$ cat config.mk
export PLATFORM = sky130hd
export DESIGN_NAME = lcd_command_parser_window_writer_top
export DESIGN_NICKNAME = d
export VERILOG_FILES = /design/src/sv/lcpw_pkg.sv /design/src/sv/lcd_command_parser_window_writer_top.sv
export VERILOG_INCLUDE_DIRS = /design/src /design/src/sv
export SDC_FILE = /design/constraint.sdc
export NUM_CORES = 1
export LEC_CHECK = 0
export ABC_AREA = 0
export BUFFER_PORTS_ARGS = -buffer_cell sky130_fd_sc_hd__buf_2
export CAP_MARGIN = 40
export CORE_MARGIN = 2
export CORE_UTILIZATION = 45
export CTS_CLUSTER_SIZE = 28
export DETAILED_ROUTE_END_ITERATION = 7
export PLACE_DENSITY_LB_ADDON = 0.05
export RECOVER_POWER = 50
export SLEW_MARGIN = 15
export SYNTH_ARGS = -nofsm -noshare
export SYNTH_HDL_FRONTEND = slang
export SYNTH_SLANG_ARGS = --single-unit
$ cat constraint.sdc
create_clock -name clk -period 14 [get_ports clk]
set_clock_uncertainty 0.2 [all_clocks]
set_input_delay 0.7 -clock clk [delete_from_list [all_inputs] [get_ports clk]]
set_output_delay 0.7 -clock clk [all_outputs]
set_load 0.005 [all_outputs]
$ cat src/sv/lcd_command_parser_window_writer_top_macros.svh
// ----------------------------------------------------------------------------
// LCD command parser assertion macros
// Shorthand for clocked implication checks, reset-qualified on arst_n.
// ----------------------------------------------------------------------------
`ifndef LCD_COMMAND_PARSER_WINDOW_WRITER_TOP_MACROS_SVH
`define LCD_COMMAND_PARSER_WINDOW_WRITER_TOP_MACROS_SVH

// same-cycle implication
`define LCPW_ASSERT_NOW(label, ante, cons, msg) \
	label: assert property (@(posedge clk) disable iff (!arst_n) (ante) |-> (cons)) \
		else $error(msg);

// next-cycle implication
`define LCPW_ASSERT_NEXT(label, ante, cons, msg) \
	label: assert property (@(posedge clk) disable iff (!arst_n) (ante) |=> (cons)) \
		else $error(msg);

`endif

$ cat src/sv/lcpw_pkg.sv
// ----------------------------------------------------------------------------
// LCD command parser package
// Display size, opcodes and the command length decoder.
// ----------------------------------------------------------------------------
package lcpw_pkg;

	// visible area of the panel, compared against 17-bit addresses
	localparam logic [16:0] DISPLAY_WIDTH  = 17'd160;
	localparam logic [16:0] DISPLAY_HEIGHT = 17'd128;

	// number of command bytes kept
	localparam int unsigned CMD_KEEP = 5;

	// opcodes with special handling
	localparam logic [7:0] OP_SWRESET = 8'h01;
	localparam logic [7:0] OP_CASET   = 8'h2A;
	localparam logic [7:0] OP_RASET   = 8'h2B;
	localparam logic [7:0] OP_RAMWR   = 8'h2C;

	// opcodes that only need their length known
	localparam logic [7:0] OP_MADCTL  = 8'h36;
	localparam logic [7:0] OP_COLMOD  = 8'h3A;
	localparam logic [7:0] OP_FRMCTR1 = 8'hB1;
	localparam logic [7:0] OP_FRMCTR2 = 8'hB2;
	localparam logic [7:0] OP_FRMCTR3 = 8'hB3;
	localparam logic [7:0] OP_INVCTR  = 8'hB4;
	localparam logic [7:0] OP_DISSET5 = 8'hB6;
	localparam logic [7:0] OP_PWCTR1  = 8'hC0;
	localparam logic [7:0] OP_PWCTR2  = 8'hC1;
	localparam logic [7:0] OP_PWCTR3  = 8'hC2;
	localparam logic [7:0] OP_PWCTR4  = 8'hC3;
	localparam logic [7:0] OP_PWCTR5  = 8'hC4;
	localparam logic [7:0] OP_VMCTR1  = 8'hC5;
	localparam logic [7:0] OP_GMCTRP1 = 8'hE0;
	localparam logic [7:0] OP_GMCTRN1 = 8'hE1;
	localparam logic [7:0] OP_PWCTR6  = 8'hFC;

	// highest byte count a command can reach
	localparam logic [4:0] MAX_CMD_LEN = 5'd17;

	// bytes per command, opcode included; unknown opcodes take one byte
	function automatic logic [4:0] cmd_length(input logic [7:0] op);
		logic [4:0] len;
		unique case (op) inside
			OP_COLMOD, OP_MADCTL, OP_INVCTR, OP_PWCTR2: len = 5'd2;
			OP_DISSET5, OP_PWCTR1, OP_PWCTR3, OP_PWCTR4,
			OP_PWCTR5, OP_PWCTR6, OP_VMCTR1: len = 5'd3;
			OP_FRMCTR1, OP_FRMCTR2: len = 5'd4;
			OP_CASET, OP_RASET: len = 5'd5;
			OP_FRMCTR3: len = 5'd7;
			OP_GMCTRP1, OP_GMCTRN1: len = MAX_CMD_LEN;
			default: len = 5'd1;
		endcase
		return len;
	endfunction

endpackage

$ cat src/sv/lcd_command_parser_window_writer_top.sv
// ----------------------------------------------------------------------------
// LCD command parser and window writer
// Parses serial command bytes, tracks the drawing window and turns pixel
// data into frame memory writes.
// ----------------------------------------------------------------------------
// Usage:
//   Input channel: data_byte with in_valid / in_stall, one serial byte per
//   transaction. Output channel: one result transaction per input byte with
//   pixel_write, pixel_column, pixel_row, pixel_colour and the status flags
//   row_done, window_done, frame_clear, command_done, on out_valid / out_stall.
//   An accepted byte lands in the input register, is decoded against the
//   parser state and is written to the result register once that register
//   is free or being drained. Throughput is one byte per cycle while the
//   receiver does not stall, set by the state update (byte counter compare,
//   address increment and wrap compare).
//   When the receiver stalls, the result register holds and the input
//   register still takes one more byte; in_stall rises only when both hold.
//   Reset clears the parser state, the window and pixel mode, and empties both
//   registers. A SWRESET opcode does the same to the parser state and reports
//   frame_clear so the frame memory can be zeroed outside this block.
// ----------------------------------------------------------------------------
`include "lcd_command_parser_window_writer_top_macros.svh"

module lcd_command_parser_window_writer_top (
	input  logic        clk,
	input  logic        arst_n,
	input  logic        in_valid,
	output logic        in_stall,
	input  logic [7:0]  data_byte,
	output logic        out_valid,
	input  logic        out_stall,
	output logic        pixel_write,
	output logic [7:0]  pixel_column,
	output logic [6:0]  pixel_row,
	output logic [15:0] pixel_colour,
	output logic        row_done,
	output logic        window_done,
	output logic        frame_clear,
	output logic        command_done
);

	// input register
	logic       valid_s1;
	logic [7:0] data_s1;

	// parser state
	logic [7:0]  cmd_bytes_q [lcpw_pkg::CMD_KEEP];
	logic [4:0]  byte_count_q;
	logic [15:0] col_start_q, col_end_q, row_start_q, row_end_q;
	logic [15:0] col_addr_q;
	logic [16:0] row_addr_q;
	logic        pixel_mode_q;

	// result register
	logic        out_valid_q;
	logic        wr_q, rdone_q, wdone_q, fclear_q, done_q;
	logic [7:0]  col_q;
	logic [6:0]  row_q;
	logic [15:0] colour_q;

	// next values
	logic [7:0]  cur_byte [lcpw_pkg::CMD_KEEP];
	logic [7:0]  op;
	logic [4:0]  cnt_inc;
	logic        advance;
	logic        done_d, wr_d, rdone_d, wdone_d, fclear_d;
	logic [7:0]  col_d;
	logic [6:0]  row_d;
	logic [15:0] colour_d;
	logic [4:0]  byte_count_d;
	logic [15:0] col_start_d, col_end_d, row_start_d, row_end_d;
	logic [15:0] col_addr_d;
	logic [16:0] row_addr_d;
	logic [16:0] row_next;
	logic        pixel_mode_d;

	// handshake: process when the result register is free or being drained
	assign advance  = valid_s1 && (!out_valid_q || !out_stall);
	assign in_stall = valid_s1 && !advance;

	// command bytes as seen with the current byte merged in
	always_comb begin
		for (int i = 0; i < lcpw_pkg::CMD_KEEP; i++) begin
			cur_byte[i] = (byte_count_q == 5'(i)) ? data_s1 : cmd_bytes_q[i];
		end
	end

	assign op       = cur_byte[0];
	assign cnt_inc  = byte_count_q + 5'd1;
	assign row_next = row_addr_q + 17'd1;

	// parser and window walk
	always_comb begin
		done_d       = 1'b0;
		wr_d         = 1'b0;
		rdone_d      = 1'b0;
		wdone_d      = 1'b0;
		fclear_d     = 1'b0;
		col_d        = '0;
		row_d        = '0;
		colour_d     = '0;
		col_start_d  = col_start_q;
		col_end_d    = col_end_q;
		row_start_d  = row_start_q;
		row_end_d    = row_end_q;
		col_addr_d   = col_addr_q;
		row_addr_d   = row_addr_q;
		pixel_mode_d = pixel_mode_q;
		if (pixel_mode_q) begin
			done_d = (cnt_inc >= 5'd2);
			if (done_d) begin
				if (({1'b0, col_addr_q} < lcpw_pkg::DISPLAY_WIDTH) &&
				    (row_addr_q < lcpw_pkg::DISPLAY_HEIGHT)) begin
					wr_d     = 1'b1;
					col_d    = col_addr_q[7:0];
					row_d    = row_addr_q[6:0];
					colour_d = {cur_byte[0], cur_byte[1]};
				end
				// column step past the end wraps to the next row
				if (col_addr_q >= col_end_q) begin
					rdone_d    = 1'b1;
					col_addr_d = col_start_q;
					row_addr_d = row_next;
					if (row_next > {1'b0, row_end_q}) begin
						pixel_mode_d = 1'b0;
						wdone_d      = 1'b1;
					end
				end else begin
					col_addr_d = col_addr_q + 16'd1;
				end
			end
		end else begin
			done_d = (cnt_inc >= lcpw_pkg::cmd_length(op));
			if (op == lcpw_pkg::OP_SWRESET) begin
				fclear_d     = 1'b1;
				done_d       = 1'b1;
				col_start_d  = '0;
				col_end_d    = '0;
				row_start_d  = '0;
				row_end_d    = '0;
				col_addr_d   = '0;
				row_addr_d   = '0;
				pixel_mode_d = 1'b0;
			end else if (op == lcpw_pkg::OP_RAMWR) begin
				col_addr_d   = col_start_q;
				row_addr_d   = {1'b0, row_start_q};
				pixel_mode_d = 1'b1;
			end else if (done_d && op == lcpw_pkg::OP_CASET) begin
				col_start_d = {cur_byte[1], cur_byte[2]};
				col_end_d   = {cur_byte[3], cur_byte[4]};
			end else if (done_d && op == lcpw_pkg::OP_RASET) begin
				row_start_d = {cur_byte[1], cur_byte[2]};
				row_end_d   = {cur_byte[3], cur_byte[4]};
			end
		end
		byte_count_d = done_d ? 5'd0 : cnt_inc;
	end

	// input register
	always_ff @(posedge clk or negedge arst_n) begin
		if (!arst_n) begin
			valid_s1 <= 1'b0;
		end else if (!in_stall) begin
			valid_s1 <= in_valid;
		end
	end

	always_ff @(posedge clk) begin
		if (!in_stall && in_valid) begin
			data_s1 <= data_byte;
		end
	end

	// kept command bytes, no reset needed
	always_ff @(posedge clk) begin
		if (advance && byte_count_q < 5'(lcpw_pkg::CMD_KEEP)) begin
			cmd_bytes_q[byte_count_q[2:0]] <= data_s1;
		end
	end

	// parser state
	always_ff @(posedge clk or negedge arst_n) begin
		if (!arst_n) begin
			byte_count_q <= '0;
			col_start_q  <= '0;
			col_end_q    <= '0;
			row_start_q  <= '0;
			row_end_q    <= '0;
			col_addr_q   <= '0;
			row_addr_q   <= '0;
			pixel_mode_q <= 1'b0;
		end else if (advance) begin
			byte_count_q <= byte_count_d;
			col_start_q  <= col_start_d;
			col_end_q    <= col_end_d;
			row_start_q  <= row_start_d;
			row_end_q    <= row_end_d;
			col_addr_q   <= col_addr_d;
			row_addr_q   <= row_addr_d;
			pixel_mode_q <= pixel_mode_d;
		end
	end

	// result register valid
	always_ff @(posedge clk or negedge arst_n) begin
		if (!arst_n) begin
			out_valid_q <= 1'b0;
		end else if (advance) begin
			out_valid_q <= 1'b1;
		end else if (!out_stall) begin
			out_valid_q <= 1'b0;
		end
	end

	// result register payload
	always_ff @(posedge clk) begin
		if (advance) begin
			wr_q     <= wr_d;
			col_q    <= col_d;
			row_q    <= row_d;
			colour_q <= colour_d;
			rdone_q  <= rdone_d;
			wdone_q  <= wdone_d;
			fclear_q <= fclear_d;
			done_q   <= done_d;
		end
	end

	assign out_valid    = out_valid_q;
	assign pixel_write  = wr_q;
	assign pixel_column = col_q;
	assign pixel_row    = row_q;
	assign pixel_colour = colour_q;
	assign row_done     = rdone_q;
	assign window_done  = wdone_q;
	assign frame_clear  = fclear_q;
	assign command_done = done_q;

	// checks
	`LCPW_ASSERT_NOW(a_write_done, out_valid_q && (wr_q || rdone_q), done_q, "pixel without done")
	`LCPW_ASSERT_NOW(a_window_row, out_valid_q && wdone_q, rdone_q, "window_done without row_done")
	`LCPW_ASSERT_NOW(a_count_max, 1'b1, byte_count_q <= lcpw_pkg::MAX_CMD_LEN, "count too high")
	`LCPW_ASSERT_NEXT(a_swreset_clear, advance && fclear_d, byte_count_q == '0, "count kept")
	`LCPW_ASSERT_NEXT(a_window_exit, advance && wdone_d, !pixel_mode_q, "pixel mode kept")

endmodule

==> results of run 1 <==
layout by cell type (no fill, tap or decap), types with 4 or more instances in the layout:
master	instances
sky130_fd_sc_hd__a2bb2oi_1	5
sky130_fd_sc_hd__inv_1	68
sky130_fd_sc_hd__nor4_1	12
sky130_fd_sc_hd__inv_6	4
sky130_fd_sc_hd__a32oi_1	4
sky130_fd_sc_hd__and2_1	16
sky130_fd_sc_hd__clkbuf_16	17
sky130_fd_sc_hd__buf_2	25
sky130_fd_sc_hd__and3_1	22
sky130_fd_sc_hd__a22o_1	4
sky130_fd_sc_hd__nand2_1	63
sky130_fd_sc_hd__buf_4	15
sky130_fd_sc_hd__o21ai_0	24
sky130_fd_sc_hd__xnor2_1	15
sky130_fd_sc_hd__xor2_1	9
sky130_fd_sc_hd__clkbuf_1	32
sky130_fd_sc_hd__nand4_1	17
sky130_fd_sc_hd__ha_1	42
sky130_fd_sc_hd__nor2b_1	5
sky130_fd_sc_hd__o32a_1	10
sky130_fd_sc_hd__nor2_1	44
sky130_fd_sc_hd__clkinv_4	4
sky130_fd_sc_hd__mux2i_1	37
sky130_fd_sc_hd__o21a_1	8
sky130_fd_sc_hd__o211ai_1	8
sky130_fd_sc_hd__edfxtp_1	84
sky130_fd_sc_hd__a31oi_1	7
sky130_fd_sc_hd__o2bb2ai_1	32
sky130_fd_sc_hd__dfrtp_1	105
sky130_fd_sc_hd__nand3_1	26
sky130_fd_sc_hd__nand2b_1	8
sky130_fd_sc_hd__o311ai_0	4
sky130_fd_sc_hd__a21oi_1	43
sky130_fd_sc_hd__nor3_1	21
sky130_fd_sc_hd__o22ai_1	33
flip-flops by register name, indices dropped and copies added, names as in the netlist, 7 cells and up:
signal and flops:
pixel_row 7, row_start_q 16, col_addr_q 16, data_s1 8, col_end_q 16, cmd_bytes_q 40
row_end_q 16, pixel_colour 16, col_start_q 16, row_addr_q 17, pixel_column 8
stage by stage:
stage / std cells / setup slack [ns]
3_5_place_dp: 1191 / 8.533
2_1_floorplan: 902 / 9.516
4_1_cts: 1223 / 8.422
3_3_place_gp: 1178 / 8.585
6_report: 1224 / 8.366
5_1_grt: 1224 / 7.461
final cells by class:
cell class	count	share of cell area
Clock inverter	15	0.01676
Tap cell	275	0.03180
Timing Repair Buffer	75	0.03688
Sequential cell	189	0.4759
Clock buffer	17	0.03931
Multi-Input combinational cell	584	0.3754
Inverter	69	0.02393
routing by layer:
metal | vias to the layer above | part of all wire | global-route usage
met5 | - | 0 | 0
met4 | 0 | 0.030 | 0.09579
met3 | 48 | 0.053 | 0.04127
met2 | 273 | 0.45 | 0.3819
met1 | 3674 | 0.47 | 0.3761
li1 | 3418 | - | -
cell families (layout without fill, tap and decap cells):
kind of cell,Yosys count,count (layout)
compound gates,214,214
xor+xnor,24,24
fa+ha+maj,42,42
buf+inv,129,176
flops,189,189
mux,40,40
simple gates,264,264
worst reg2reg max path, stage by stage, from the launching register on:
cell,delay [ns]
sky130_fd_sc_hd__dfrtp_1,0.49
sky130_fd_sc_hd__inv_1,0.18
sky130_fd_sc_hd__ha_1,0.21
sky130_fd_sc_hd__or4b_1,0.76
sky130_fd_sc_hd__nand2_1,0.19
sky130_fd_sc_hd__and2_1,0.22
sky130_fd_sc_hd__o311ai_0,0.17
sky130_fd_sc_hd__a32o_1,0.31
sky130_fd_sc_hd__a2111oi_0,0.47
sky130_fd_sc_hd__ha_1,0.33
sky130_fd_sc_hd__a21o_1,0.16
sky130_fd_sc_hd__a2111oi_1,0.79
sky130_fd_sc_hd__nor4_1,0.16
sky130_fd_sc_hd__o21a_1,0.46
sky130_fd_sc_hd__buf_8,0.28
sky130_fd_sc_hd__o22ai_1,0.17
path summary, 6_finish.rpt:
kind / depth (start not counted) / start / endpoint
setup reg to reg: 15 / byte_count_q[0] / row_end_q[1]
hold / removal: 1 / data_byte[6] / data_s1[6]
min in group asynchronous: 1 / arst_n / col_addr_q[11]
max in group asynchronous: 2 / arst_n / col_end_q[4]
setup / recovery: 15 / byte_count_q[0] / row_end_q[1]
hold reg to reg: 1 / col_start_q[9] / col_start_q[9]
power by group:
part | leakage [nW] | internal [W] | switching (W)
Sequential | 2.01 | 0.000691 | 0.000129
Clock | 0.295 | 0.000270 | 0.000236
Combinational | 2.08 | 0.000296 | 0.000469
Total | 4.39 | 0.00126 | 0.000833
==> results.md, run 1 <==
Status:
- The flow ran to the end, but the final reports show violations.
- The final reports fail on capacitance limit, slew limit.

Layout:
- The sequential cell area in the final layout is 5150 sq um.
- In the final layout, the multi-input gates occupy 4063 sq um.
- Of the cells placed in the final design, the portion with a size suffix greater than 1 is 0.09589.
- The final design area excluding fillers is 10820 sq um.
- The filler cell count is 1891.
- The antenna diode count is 0.
- The area added between synthesis and finish is 10.97%.
- The post-layout net count is slightly below 1k.
- The final core utilization is 0.5116.

Placed design:
- The wire-length estimate of the detail-placed layout is 19760 microns.
- The placed standard-cell area is 10260 sq um.
- The final weighted congestion in routability-driven placement is 0.8347.
- The count of buffers from port buffering is 49.

Floorplanning:
- The core area is 21150 sq um.
- The site row count is 53.
- The starting density of the core is 0.4610.
- The height of the die is around 150 microns.
- The die is 151.2 microns wide.
- The die covers 22860 sq um.
- During I/O placement, the number of pins put on the boundary was 50.

Synthesis:
- The async set or reset register ratio after synthesis is 0.5556.
- Ranked by instance count, the synthesized netlist is headed by sky130_fd_sc_hd__dfrtp_1, sky130_fd_sc_hd__edfxtp_1, sky130_fd_sc_hd__inv_1.
- Averaged over all synthesized cells, the footprint is ~11 sq um.
- In the post-synthesis netlist, the biggest area contributors are sky130_fd_sc_hd__dfrtp_1, sky130_fd_sc_hd__edfxtp_1, sky130_fd_sc_hd__ha_1.
- Of the total synthesized cell area, the portion taken by XOR and XNOR cells is 0.02156.
- The count of flip-flops with a built-in enable after synthesis is 84.
- The synthesized cell area is between 9000 and 10000 sq um.
- The share of synthesized area spent on multiplexers is 0.04144.
- Synthesis produced a netlist with a net count of 956.
- Of the total synthesized cell area, the portion taken by full adders, half adders and majority gates is 0.05389.
- The fraction of the mapped netlist area in simple logic gates is 0.1450.
- After synthesis the netlist holds a flip-flop and latch count of 189.
- The number of standard cells after synthesis is 902.
- The number of synthesis warnings is 0.
- The post-synthesis compound-gate area fraction is 0.1543.
- By area, the combinational part of the netlist is dominated by compound AO/OA/AOI/OAI gates.
- The number of unique standard cell types used by synthesis is 71.
- The area share of the leading cell type in the synthesized netlist is 0.2694.
- The most instantiated library cell after synthesis is sky130_fd_sc_hd__dfrtp_1.
- The most common flop cell mapped by yosys is sky130_fd_sc_hd__dfrtp_1.
- The sequential fraction of the synthesis area is 0.5281.
- The post-synthesis cell type with the largest combined area is sky130_fd_sc_hd__dfrtp_1.

Critical path:
- On the critical path the largest part of the delay comes from compound AO/OA/AOI/OAI gates.
- The setup path with the least slack is of type flip-flop to flip-flop.
- The critical path goes through inv_1, ha_1, or4b_1, nand2_1, and2_1, o311ai_0, a32o_1, a2111oi_0, ha_1, a21o_1, a2111oi_1, nor4_1, o21a_1, buf_8, o22ai_1.
- Data on the critical path is required at its endpoint by 14.15 ns.
- The element type at the critical path end is a flip-flop.
- In this run the worst path has a maximum fanout of 18.
- The most used cell along the critical path is sky130_fd_sc_hd__ha_1.
- The slowest library cell on the worst path is sky130_fd_sc_hd__a2111oi_1.
- The number of buffers and inverters on the critical path is 2.
- The delay of the slowest cell on the worst path is ~0.8 ns.
- Across all register-to-register paths, the minimum setup slack is 8.37 ns.
- STA classifies the critical path startpoint as a flip-flop.
- The data arrival time of the critical path is 5.78 ns.

GRT:
- The number of global-route vias before repair is slightly above 7k.
- The total overflow left after global routing is 0.
- The number of antenna violations at the first check in global routing came to 0.
- The pin count of the biggest net entering global routing is 57.
- In the global route stage, overall resource usage came out at 0.2561.
- The first global-routing pass estimated roughly 43000 microns of wire.

Clocking:
- The clock latency of the later-clocked register in the worst-skew pair is 0.44 ns.
- The depth of the CTS H-tree is 4.
- The clock tree from TritonCTS is built.
- The number of clock sinks is between 150 and 200.
- The maximum buffer depth of the clock tree is 2.
- Post-CTS repair changed the size of 0 cells.
- The number of buffers created by CTS is 17.
- In this run the post-CTS setup repair buffer count came out at 0.
- Clock tree synthesis selected as its root buffer the cell sky130_fd_sc_hd__clkbuf_16.
- Buffers inserted to repair hold after CTS numbered 0.
- The CTS clock-pin slew for the worst setup and hold paths is around 0.08 ns.

Min path:
- The tightest min-delay check is of the input pin to flip-flop type.

Route:
- In the final routed layout, each cell accounts on average for 22.99 microns.
- Detailed routing inserted a total of 7413 vias.
- The number of design-rule violations left by the first detailed-router iteration is 758.
- The number of routed nets with antenna violations is 0.
- The number of search-and-repair iterations in the first detailed-routing pass is 5.
- The number of vias per cell after detailed routing is between 6 and 7.
- The final wirelength is approximately 28000 microns.
- For this run, design rule violations remaining after detail routing come to 0.

Timing:
- The routed design could run at a clock period as short as 5.634 ns.
- Hold timing on the final database bottoms out at a slack of 0.2269 ns.
- The count of pins over their slew limit is 154.
- The final total negative setup slack is 0 ns.
- The final count of negative-setup-slack endpoints is 0.
- The top achievable clock speed is 0.1775 GHz.
- The total count of hold-check failures in the final report is 0.
- Dividing the final minimum period by the clock period gives 0.4025.
- The worst pin sits at a relative slew slack of -1.152.
- Setup repair after global routing left no endpoint under its margin.
- For the pin with the worst max-slew slack, the measured transition is 3.227 ns.

Pwr:
- The reported leakage power is 4.388 nW.
- In this run the power density over the cells is 193.2 nW/um^2.
- The largest voltage drop on the vdd net is ~85 uV.
- The overall power of the completed layout is 0.002091 W.

Run:
- The number of maximum-capacitance violations is 3.
Power figures use the tool's default switching activity.
==> run 2, diff against run 1 <==
--- a/config.mk
+++ b/config.mk
@@ -6,7 +6,7 @@
 export SDC_FILE = /design/constraint.sdc
 export NUM_CORES = 1
 export LEC_CHECK = 0
-export ABC_AREA = 0
+export ABC_AREA = 1
 export BUFFER_PORTS_ARGS = -buffer_cell sky130_fd_sc_hd__buf_2
 export CAP_MARGIN = 40
 export CORE_MARGIN = 2
==> constraint.sdc (replaced) <==
create_clock -name clk -period 5.86 [get_ports clk]
set_clock_uncertainty 0.2 [all_clocks]
set_input_delay 0.293 -clock clk [delete_from_list [all_inputs] [get_ports clk]]
set_output_delay 0.293 -clock clk [all_outputs]
set_load 0.005 [all_outputs]
==> run 2 against run 1 <==
Against the previous run: the run still ends with capacitance limit, slew limit left; combinational power rose to 3.3 times the previous value; clock power rose by 130%; flip-flop and latch count unchanged; critical path depth is 11 higher; maximum frequency grew 20%; synthesized cell count grew 34%; clock-buffer cell count grew 1.
==> results.md, run 2 <==
Status:
- Run status: complete, but fails checks (unchanged).
- Failing checks: capacitance limit, slew limit (unchanged).

Min path:
- The path category of the worst min-delay check is flip-flop to flip-flop (was input pin to flip-flop).

Run:
- The number of maximum-capacitance violations is 3 (unchanged).

Synthesis:
- The most common flop cell mapped by yosys was sky130_fd_sc_hd__dfrtp_1 (unchanged).
- The sequential fraction of the synthesis area was 0.5069 (was 0.5281).
- The average instance area after synthesis is 8.390 sq um (was 10.81 sq um).
- The count of flip-flops with a built-in enable after synthesis is 84 (unchanged).
- The most instantiated library cell after synthesis is sky130_fd_sc_hd__nand2_1 (was sky130_fd_sc_hd__dfrtp_1).
- The synthesized cell area is 10160 sq um (was 9752 sq um).
- The number of synthesis warnings is 0 (unchanged).
- The number of standard cells after synthesis is 1211 (was 902).
- The area share of the leading cell type in the synthesized netlist is 0.2586 (was 0.2694).
- Top cells by instance count after synthesis: sky130_fd_sc_hd__nand2_1, sky130_fd_sc_hd__inv_1, sky130_fd_sc_hd__nor2_1 (was sky130_fd_sc_hd__dfrtp_1, sky130_fd_sc_hd__edfxtp_1, sky130_fd_sc_hd__inv_1).
- The number of unique standard cell types used by synthesis is 35 (was 71).
- The synthesized flop and latch total is 189 (unchanged).
- Top cells by area, synth: sky130_fd_sc_hd__dfrtp_1, sky130_fd_sc_hd__edfxtp_1, sky130_fd_sc_hd__nand2_1 (was sky130_fd_sc_hd__dfrtp_1, sky130_fd_sc_hd__edfxtp_1, sky130_fd_sc_hd__ha_1).
- The post-synthesis cell type with the largest combined area was sky130_fd_sc_hd__dfrtp_1 (unchanged).
- The total nets after synthesis is 1265 (was 956).
- The async set or reset register ratio after synthesis is 0.5556 (unchanged).

Clocking:
- The CTS clock-pin slew for the worst setup and hold paths is 0.08 ns (about the same).
- The buffer count from post-CTS setup fixing is 0 (unchanged).
- The maximum buffer depth of the clock tree came to 2 (unchanged).
- The clock latency of the later-clocked register in the worst-skew pair is 0.45 ns (was 0.44 ns).
- The clock tree from TritonCTS was built (unchanged).
- The clock tree root buffer cell is sky130_fd_sc_hd__clkbuf_16 (unchanged).
- The number of clock sinks is 189 (unchanged).
- The number of buffers created by CTS is 17 (unchanged).
- The depth of the CTS H-tree is 4 (unchanged).

Floorplanning:
- The core area is 21960 sq um (was 21150 sq um).
- The number of top-level pins is 50 (unchanged).
- The starting density of the core is 0.4627 (was 0.4610).
- The site row count is 54 (was 53).
- The height of the die was 154.3 microns (was 151.2 microns).
- The horizontal die dimension is 154.3 microns (was 151.2 microns).
- The area enclosed by the die boundary is 23790 sq um (was 22860 sq um).

Layout:
- The final standard cell count with taps included and fillers excluded was 1555 (was 1224).
- The most common library cell in the layout ignoring fill and taps is sky130_fd_sc_hd__nand2_1 (was sky130_fd_sc_hd__dfrtp_1).
- The area added between synthesis and finish is 11.50% (was 10.97%).
- The filler cell count was 2126 (was 1891).
- The post-layout net count is 1316 (was 990).
- The antenna diode count was 0 (unchanged).
- The share of cells above drive strength 1 was 0.09569 (was 0.09589).
- The flip-flop count of the largest register after layout is 40 (unchanged).
- Leading cell types in the layout, fill and taps excluded: sky130_fd_sc_hd__nand2_1, sky130_fd_sc_hd__inv_1, sky130_fd_sc_hd__nor2_1 (was sky130_fd_sc_hd__dfrtp_1, sky130_fd_sc_hd__edfxtp_1, sky130_fd_sc_hd__inv_1).

Critical path:
- The path type of the worst setup path is flip-flop to flip-flop (unchanged).
- The element type at the critical path end is a flip-flop (unchanged).
- The kind of launch point of the worst setup path is a flip-flop (unchanged).
- The maximum fanout along the worst path is 36 (was 18).
- The data arrival time of the critical path is 4.85 ns (was 5.78 ns).
- The critical path required time was 6.04 ns (was 14.15 ns).

Timing:
- The final critical delay including setup and external delays came to 4.679 ns (was 5.634 ns).
- The total count of hold-check failures in the final report came to 0 (unchanged).
- The count of pins over their slew limit is 107 (was 154).
- Unrepaired setup endpoints after global routing: false (unchanged).
- The share of the clock period used by the worst path is 0.7984 (was 0.4025).
- The slew at the pin closest to its max-slew limit is 2.426 ns (was 3.227 ns).
- The final total negative setup slack is 0 ns (unchanged).
- The relative slew slack is -0.6171 (was -1.152).
- The final count of negative-setup-slack endpoints is 0 (unchanged).
- The top achievable clock speed is 0.2137 GHz (was 0.1775 GHz).

GRT:
- The pin count of the biggest net entering global routing is 44 (was 57).
- The global-route met2 utilization was 0.3790 (was 0.3819).
- The sum of overflow across all layers after global routing is 0 (unchanged).
- The busiest layer in global routing is met2 (unchanged).
- The number of antenna violations at the first check in global routing is 0 (unchanged).
- The global-route track usage on met3 is 0.02998 (was 0.04127).
- The all-layer global routing usage is 0.2334 (was 0.2561).
- The number of global-route vias before repair is 7250 (was 7093).
- The wire length of the first global-routing pass is 42230 microns (was 43130 microns).
- The met1 track demand over resource in global routing is 0.3339 (was 0.3761).

Placed design:
- The final weighted congestion in routability-driven placement is 0.8927 (was 0.8347).
- The count of buffers from port buffering is 49 (unchanged).
- The HPWL after detailed placement is 20100 microns (was 19760 microns).
- The total instance count after detailed placement is 1512 (was 1191).

Route:
- The via count is 7921 (was 7413).
- The final wirelength is 26920 microns (was 28140 microns).
- The number of vias per cell after detailed routing is 5.094 (was 6.056).
- The number of routed nets with antenna violations was 0 (unchanged).
- The number of search-and-repair iterations in the first detailed-routing pass is 5 (unchanged).
- The number of design-rule violations left by the first detailed-router iteration is 492 (was 758).
- The residual DRC count is 0 (unchanged).
- The per-cell routed wire length is 17.31 microns (was 22.99 microns).

Pwr:
- The largest voltage drop on the vdd net is 213.5 uV (was 85.47 uV).
- The power per standard cell area is 513.0 nW/um^2 (was 193.2 nW/um^2).
- The reported leakage power is 5.170 nW (was 4.388 nW).
- The overall power of the completed layout came to 0.005812 W (was 0.002091 W).
==> run 2: cell types whose count changed after synthesis, moves of 32 or more <==
cell                        delta
sky130_fd_sc_hd__inv_1        +68
sky130_fd_sc_hd__mux2i_1      -37
sky130_fd_sc_hd__nand2_1     +259
sky130_fd_sc_hd__nand3_1      +46
sky130_fd_sc_hd__nor2_1       +88
sky130_fd_sc_hd__o21ai_1      +68
sky130_fd_sc_hd__o2bb2ai_1    -32
==> run 2: per-stage QoR <==
| step | setup slack, ns | utilization | hold slack [ns] | instance area [sq um] |
|---|---|---|---|---|
| floorplan | 2.262 | - | -0.2026 | 10160 |
| global placement | 1.286 | 0.4840 | 0.2612 | 10630 |
| detailed placement | 1.205 | 0.4870 | 0.02193 | 10690 |
| CTS | 1.188 | 0.5189 | 0.09894 | 11390 |
| global route | 0.6089 | 0.5159 | 0.3114 | 11330 |
| finish | 1.181 | 0.5159 | 0.2788 | 11330 |
==> run 2: worst max-delay path: stages (launching register included) <==
cell,delay (ns)
sky130_fd_sc_hd__dfrtp_1,0.47
sky130_fd_sc_hd__inv_1,0.20
sky130_fd_sc_hd__ha_1,0.19
sky130_fd_sc_hd__inv_1,0.07
sky130_fd_sc_hd__nor2_4,0.07
sky130_fd_sc_hd__nand2_2,0.27
sky130_fd_sc_hd__nand2_1,0.21
sky130_fd_sc_hd__o21ai_4,0.10
sky130_fd_sc_hd__nor2_1,0.19
sky130_fd_sc_hd__nand2_1,0.07
sky130_fd_sc_hd__nor2_1,0.21
sky130_fd_sc_hd__nand3_1,0.11
sky130_fd_sc_hd__nand2_1,0.09
sky130_fd_sc_hd__nor2_1,0.06
sky130_fd_sc_hd__nand3_1,0.10
sky130_fd_sc_hd__nand2_1,0.05
sky130_fd_sc_hd__ha_1,0.26
sky130_fd_sc_hd__inv_1,0.05
sky130_fd_sc_hd__a21boi_0,0.06
sky130_fd_sc_hd__o21ai_0,0.14
sky130_fd_sc_hd__nand2_1,0.08
sky130_fd_sc_hd__a21oi_1,0.27
sky130_fd_sc_hd__o21ai_2,0.11
sky130_fd_sc_hd__nand2_2,0.49
sky130_fd_sc_hd__buf_4,0.33
sky130_fd_sc_hd__nand2_1,0.07
sky130_fd_sc_hd__o21ai_1,0.07
==> run 2: layer usage <==
layer	vias to the layer above	share of wire
li1	4044	-
met1	3686	0.48
met2	164	0.47
met3	27	0.031
met4	0	0.018
met5	-	0
==> run 2: logic make-up after synthesis <==
family | count (synthesis) | synth area share
AOI/OAI and AO/OA | 165 | 0.09002
adders and majority gates | 42 | 0.05172
xor gates and xnor gates | 25 | 0.02155
DFF | 189 | 0.5069
and+or+nand+nor | 600 | 0.2526
buffers and inverters | 190 | 0.07722
==> run 2: repair_timing <==
action,CTS,global route
hold buffers,11,0
resized for setup,0,0
hold endpoints to repair,73,0
==> run 2: area by class of cell <==
type	instances	area (sq um)	area share
Tap cell	280	350.3	0.03093
Multi-Input combinational cell	832	4225	0.3730
Clock buffer	18	429.2	0.03788
Sequential cell	189	5150	0.4546
Timing Repair Buffer	78	470.5	0.04153
Clock inverter	14	160.2	0.01414
Inverter	144	543.0	0.04793
==> run 2: final timing paths <==
check	startpoint	endpoint	slack (ns)	depth (start not counted)
max	byte_count_q[0]	col_start_q[3]	1.18	26
min	valid_s1	out_valid	0.28	2
max reg2reg	byte_count_q[0]	col_start_q[3]	1.18	26
min reg2reg	valid_s1	out_valid	0.28	2
max in group asynchronous	arst_n	byte_count_q[3]	2.13	3
min in group asynchronous	arst_n	col_addr_q[6]	0.45	2
==> run 2: power by group <==
part / internal (W) / total [W] / switching, W
Clock: 0.000576 / 0.00117 / 0.000597
Combinational: 0.000893 / 0.00251 / 0.00162
Sequential: 0.00177 / 0.00213 / 0.000357
Total: 0.00324 / 0.00581 / 0.00257
==> run 3, diff against run 2 <==
==> constraint.sdc (replaced) <==
create_clock -name clk -period 3.75 [get_ports clk]
set_clock_uncertainty 0.2 [all_clocks]
set_input_delay 0.1875 -clock clk [delete_from_list [all_inputs] [get_ports clk]]
set_output_delay 0.1875 -clock clk [all_outputs]
set_load 0.005 [all_outputs]
==> run 3 against run 2 <==
Against the previous run: the flow now finishes without violations; hold slack worse by 0.039 ns; flip-flop and latch count unchanged; non-clock buffer count rose by 43; first-iteration DRC count is 16% higher; sequential power increased by 59%; register-to-register slack got worse by 1.0 ns; power grew 68%; die area did not move; maximum frequency grew 30%; wire length up 5.7%; global-route usage up 1.1 points; critical endpoint is now row_start_q[11]; highest routed layer unchanged.
==> results.md, run 3 (synthesis results as in run 2) <==
Placed design:
- The placed standard-cell area was 10950 sq um (was 10690 sq um).
- The count of buffers from port buffering is 49 (unchanged).
- The final weighted congestion in routability-driven placement is 0.9024 (was 0.8927).
- The HPWL after detailed placement is 20870 microns (was 20100 microns).

Floorplanning:
- The site row count is 54 (unchanged).
- The height of the die was 154.3 microns (unchanged).
- The horizontal die dimension came to 154.3 microns (unchanged).
- The area enclosed by the die boundary is 23790 sq um (unchanged).
- The starting density of the core is 0.4627 (unchanged).
- The number of top-level pins is 50 (unchanged).
- The core area is 21960 sq um (unchanged).

GRT:
- The sum of overflow across all layers after global routing is 0 (unchanged).
- The met1 track demand over resource in global routing is 0.3258 (was 0.3339).
- The pin count of the biggest net entering global routing is 51 (was 44).
- The global-route met2 utilization is 0.4068 (was 0.3790).
- The all-layer global routing usage is 0.2440 (was 0.2334).
- The global-route track usage on met3 is 0.03474 (was 0.02998).
- The wire length of the first global-routing pass was 44320 microns (was 42230 microns).
- The number of antenna violations at the first check in global routing is 0 (unchanged).
- The number of global-route vias before repair is 7840 (was 7250).
- The busiest layer in global routing is met2 (unchanged).

Critical path:
- The cell depth of the worst flop-to-flop path came to 27 (was 26).
- The path type of the worst setup path is flip-flop to flip-flop (unchanged).
- The startpoint of the lowest-slack register-to-register path is byte_count_q[0] (unchanged).
- The delay of the slowest cell on the worst path was 0.38 ns (was 0.49 ns).
- The slowest library cell on the worst path is sky130_fd_sc_hd__dfrtp_1 (was sky130_fd_sc_hd__nand2_2).
- The maximum fanout along the worst path came to 8 (was 36).
- The kind of launch point of the worst setup path is a flip-flop (unchanged).
- The data arrival time of the critical path came to 3.74 ns (was 4.85 ns).
- The end point of the critical path is row_start_q[11] (was col_start_q[3]).
- The critical path required time is 3.88 ns (was 6.04 ns).
- The most used cell along the critical path is sky130_fd_sc_hd__nand2_1 (unchanged).
- The beginning of the critical path is byte_count_q[0] (unchanged).
- The element type at the critical path end is a flip-flop (unchanged).
- The reg-to-reg endpoint is row_start_q[11] (was col_start_q[3]).
- The setup slack on the worst flop-to-flop path was 0.14 ns (was 1.18 ns).

Clocking:
- The maximum buffer depth of the clock tree was 2 (unchanged).
- The clock tree from TritonCTS is built (unchanged).
- The number of clock sinks came to 189 (unchanged).
- The number of buffers created by CTS was 17 (unchanged).
- The clock latency of the later-clocked register in the worst-skew pair is 0.45 ns (about the same).
- The CTS clock-pin slew for the worst setup and hold paths came to 0.09 ns (was 0.08 ns).
- The depth of the CTS H-tree was 4 (unchanged).
- The clock tree root buffer cell is sky130_fd_sc_hd__clkbuf_16 (unchanged).

Layout:
- The flip-flop count of the largest register after layout is 40 (unchanged).
- The final design area excluding fillers is 12070 sq um (was 11330 sq um).
- Leading cell types in the layout, fill and taps excluded: sky130_fd_sc_hd__nand2_1, sky130_fd_sc_hd__inv_1, sky130_fd_sc_hd__nor2_1 (unchanged).
- The post-layout net count is 1360 (was 1316).
- The most common library cell in the layout ignoring fill and taps is sky130_fd_sc_hd__nand2_1 (unchanged).
- The area added between synthesis and finish was 18.84% (was 11.50%).
- The antenna diode count is 0 (unchanged).
- The sequential cell area in the final layout is 5150 sq um (unchanged).
- The share of cells above drive strength 1 is 0.1622 (was 0.09569).
- The filler cell count is 2011 (was 2126).
- The multi-input combinational cell area is 4477 sq um (was 4225 sq um).

Timing:
- The total count of hold-check failures in the final report is 0 (unchanged).
- Unrepaired setup endpoints after global routing: true (was false).
- The top achievable clock speed is 0.2772 GHz (was 0.2137 GHz).
- The slew at the pin closest to its max-slew limit is 1.459 ns (was 2.426 ns).
- The count of pins over their slew limit is 0 (was 107).
- The worst hold margin was 0.2394 ns (was 0.2788 ns).
- The final count of negative-setup-slack endpoints is 0 (unchanged).
- The relative slew slack is 0.02754 (was -0.6171).
- The share of the clock period used by the worst path came to 0.9619 (was 0.7984).
- The final critical delay including setup and external delays is 3.607 ns (was 4.679 ns).

Route:
- The residual DRC count is 0 (unchanged).
- The via count is 8230 (was 7921).
- The number of routed nets with antenna violations is 0 (unchanged).
- The number of vias per cell after detailed routing was 5.147 (was 5.094).
- The per-cell routed wire length is 17.79 microns (was 17.31 microns).
- The final wirelength came to 28440 microns (was 26920 microns).
- The number of search-and-repair iterations in the first detailed-routing pass is 5 (unchanged).
- The number of design-rule violations left by the first detailed-router iteration is 570 (was 492).

Min path:
- The hold path startpoint is data_byte[4] (was valid_s1).
- The path category of the worst min-delay check is input pin to flip-flop (was flip-flop to flip-flop).

Pwr:
- The power per standard cell area is 808.2 nW/um^2 (was 513.0 nW/um^2).
- The largest voltage drop on the vdd net is 419.6 uV (was 213.5 uV).
- The reported leakage power is 5.518 nW (was 5.170 nW).

Run:
- The number of maximum-capacitance violations is 0 (was 3).

Status:
- Run status: completed (was complete, but fails checks).
## run 3: report_power, final
part	switching, W	internal [W]	total, W	leakage (nW)
logic	0.00278	0.00168	0.00445	2.99
registers	0.000619	0.00276	0.00338	2.22
clock network	0.000981	0.000940	0.00192	0.305
## run 3: worst min path at each step
stage	end	slack, ns	cells after the start
2_1_floorplan	byte_count_q[0]	-0.31	0
3_3_place_gp	col_addr_q[6]	0.09	1
3_5_place_dp	col_addr_q[6]	0.1	1
4_1_cts	col_addr_q[5]	0.17	2
5_1_grt	data_s1[7]	0.23	2
6_report	data_s1[4]	0.24	2
## run 3: repair_timing
item,CTS,global route
gates cloned,0,5
endpoints found under the setup margin,70,70
hold endpoints to repair,58,0
setup buffers,0,9
hold buffers,11,0
pin swaps,0,7
gates resized for setup,4,78
## run 3: worst max-delay path, delay by kind of cell, from the launching register on
family,cells,cell delay [ns]
and+or+nand+nor,12,0.99
DFF,1,0.38
adders and majority gates,2,0.45
AOI/OAI and AO/OA,6,0.70
buffers and inverters,7,0.76
## run 3: per-layer routing
metal | up-vias | wire (microns)
li1 | 4133 | -
met1 | 3864 | 13020
met2 | 182 | 13620
met3 | 51 | 952
met4 | 0 | 845
met5 | - | 0
## run 3: final cells by class
cell class,count,share of cell area
Clock buffer,17,0.03523
Clock inverter,15,0.01803
Inverter,144,0.04497
Multi-Input combinational cell,833,0.3708
Sequential cell,189,0.4265
Tap cell,280,0.02902
Timing Repair Buffer,121,0.07544
## run 3: through the flow
stage               power [W]  setup TNS, ns  std cells  utilization  setup WS, ns
finish               0.009758              0       1599       0.5499        0.1430
global placement     0.007436         -6.671       1542       0.4985       -0.1674
floorplan            0.006156              0       1211            -        0.1523
CTS                  0.009459              0       1585       0.5334       0.03803
detailed placement   0.007490         -5.380       1542       0.4985       -0.1267
global route          0.01057         -5.230       1599       0.5499       -0.1098
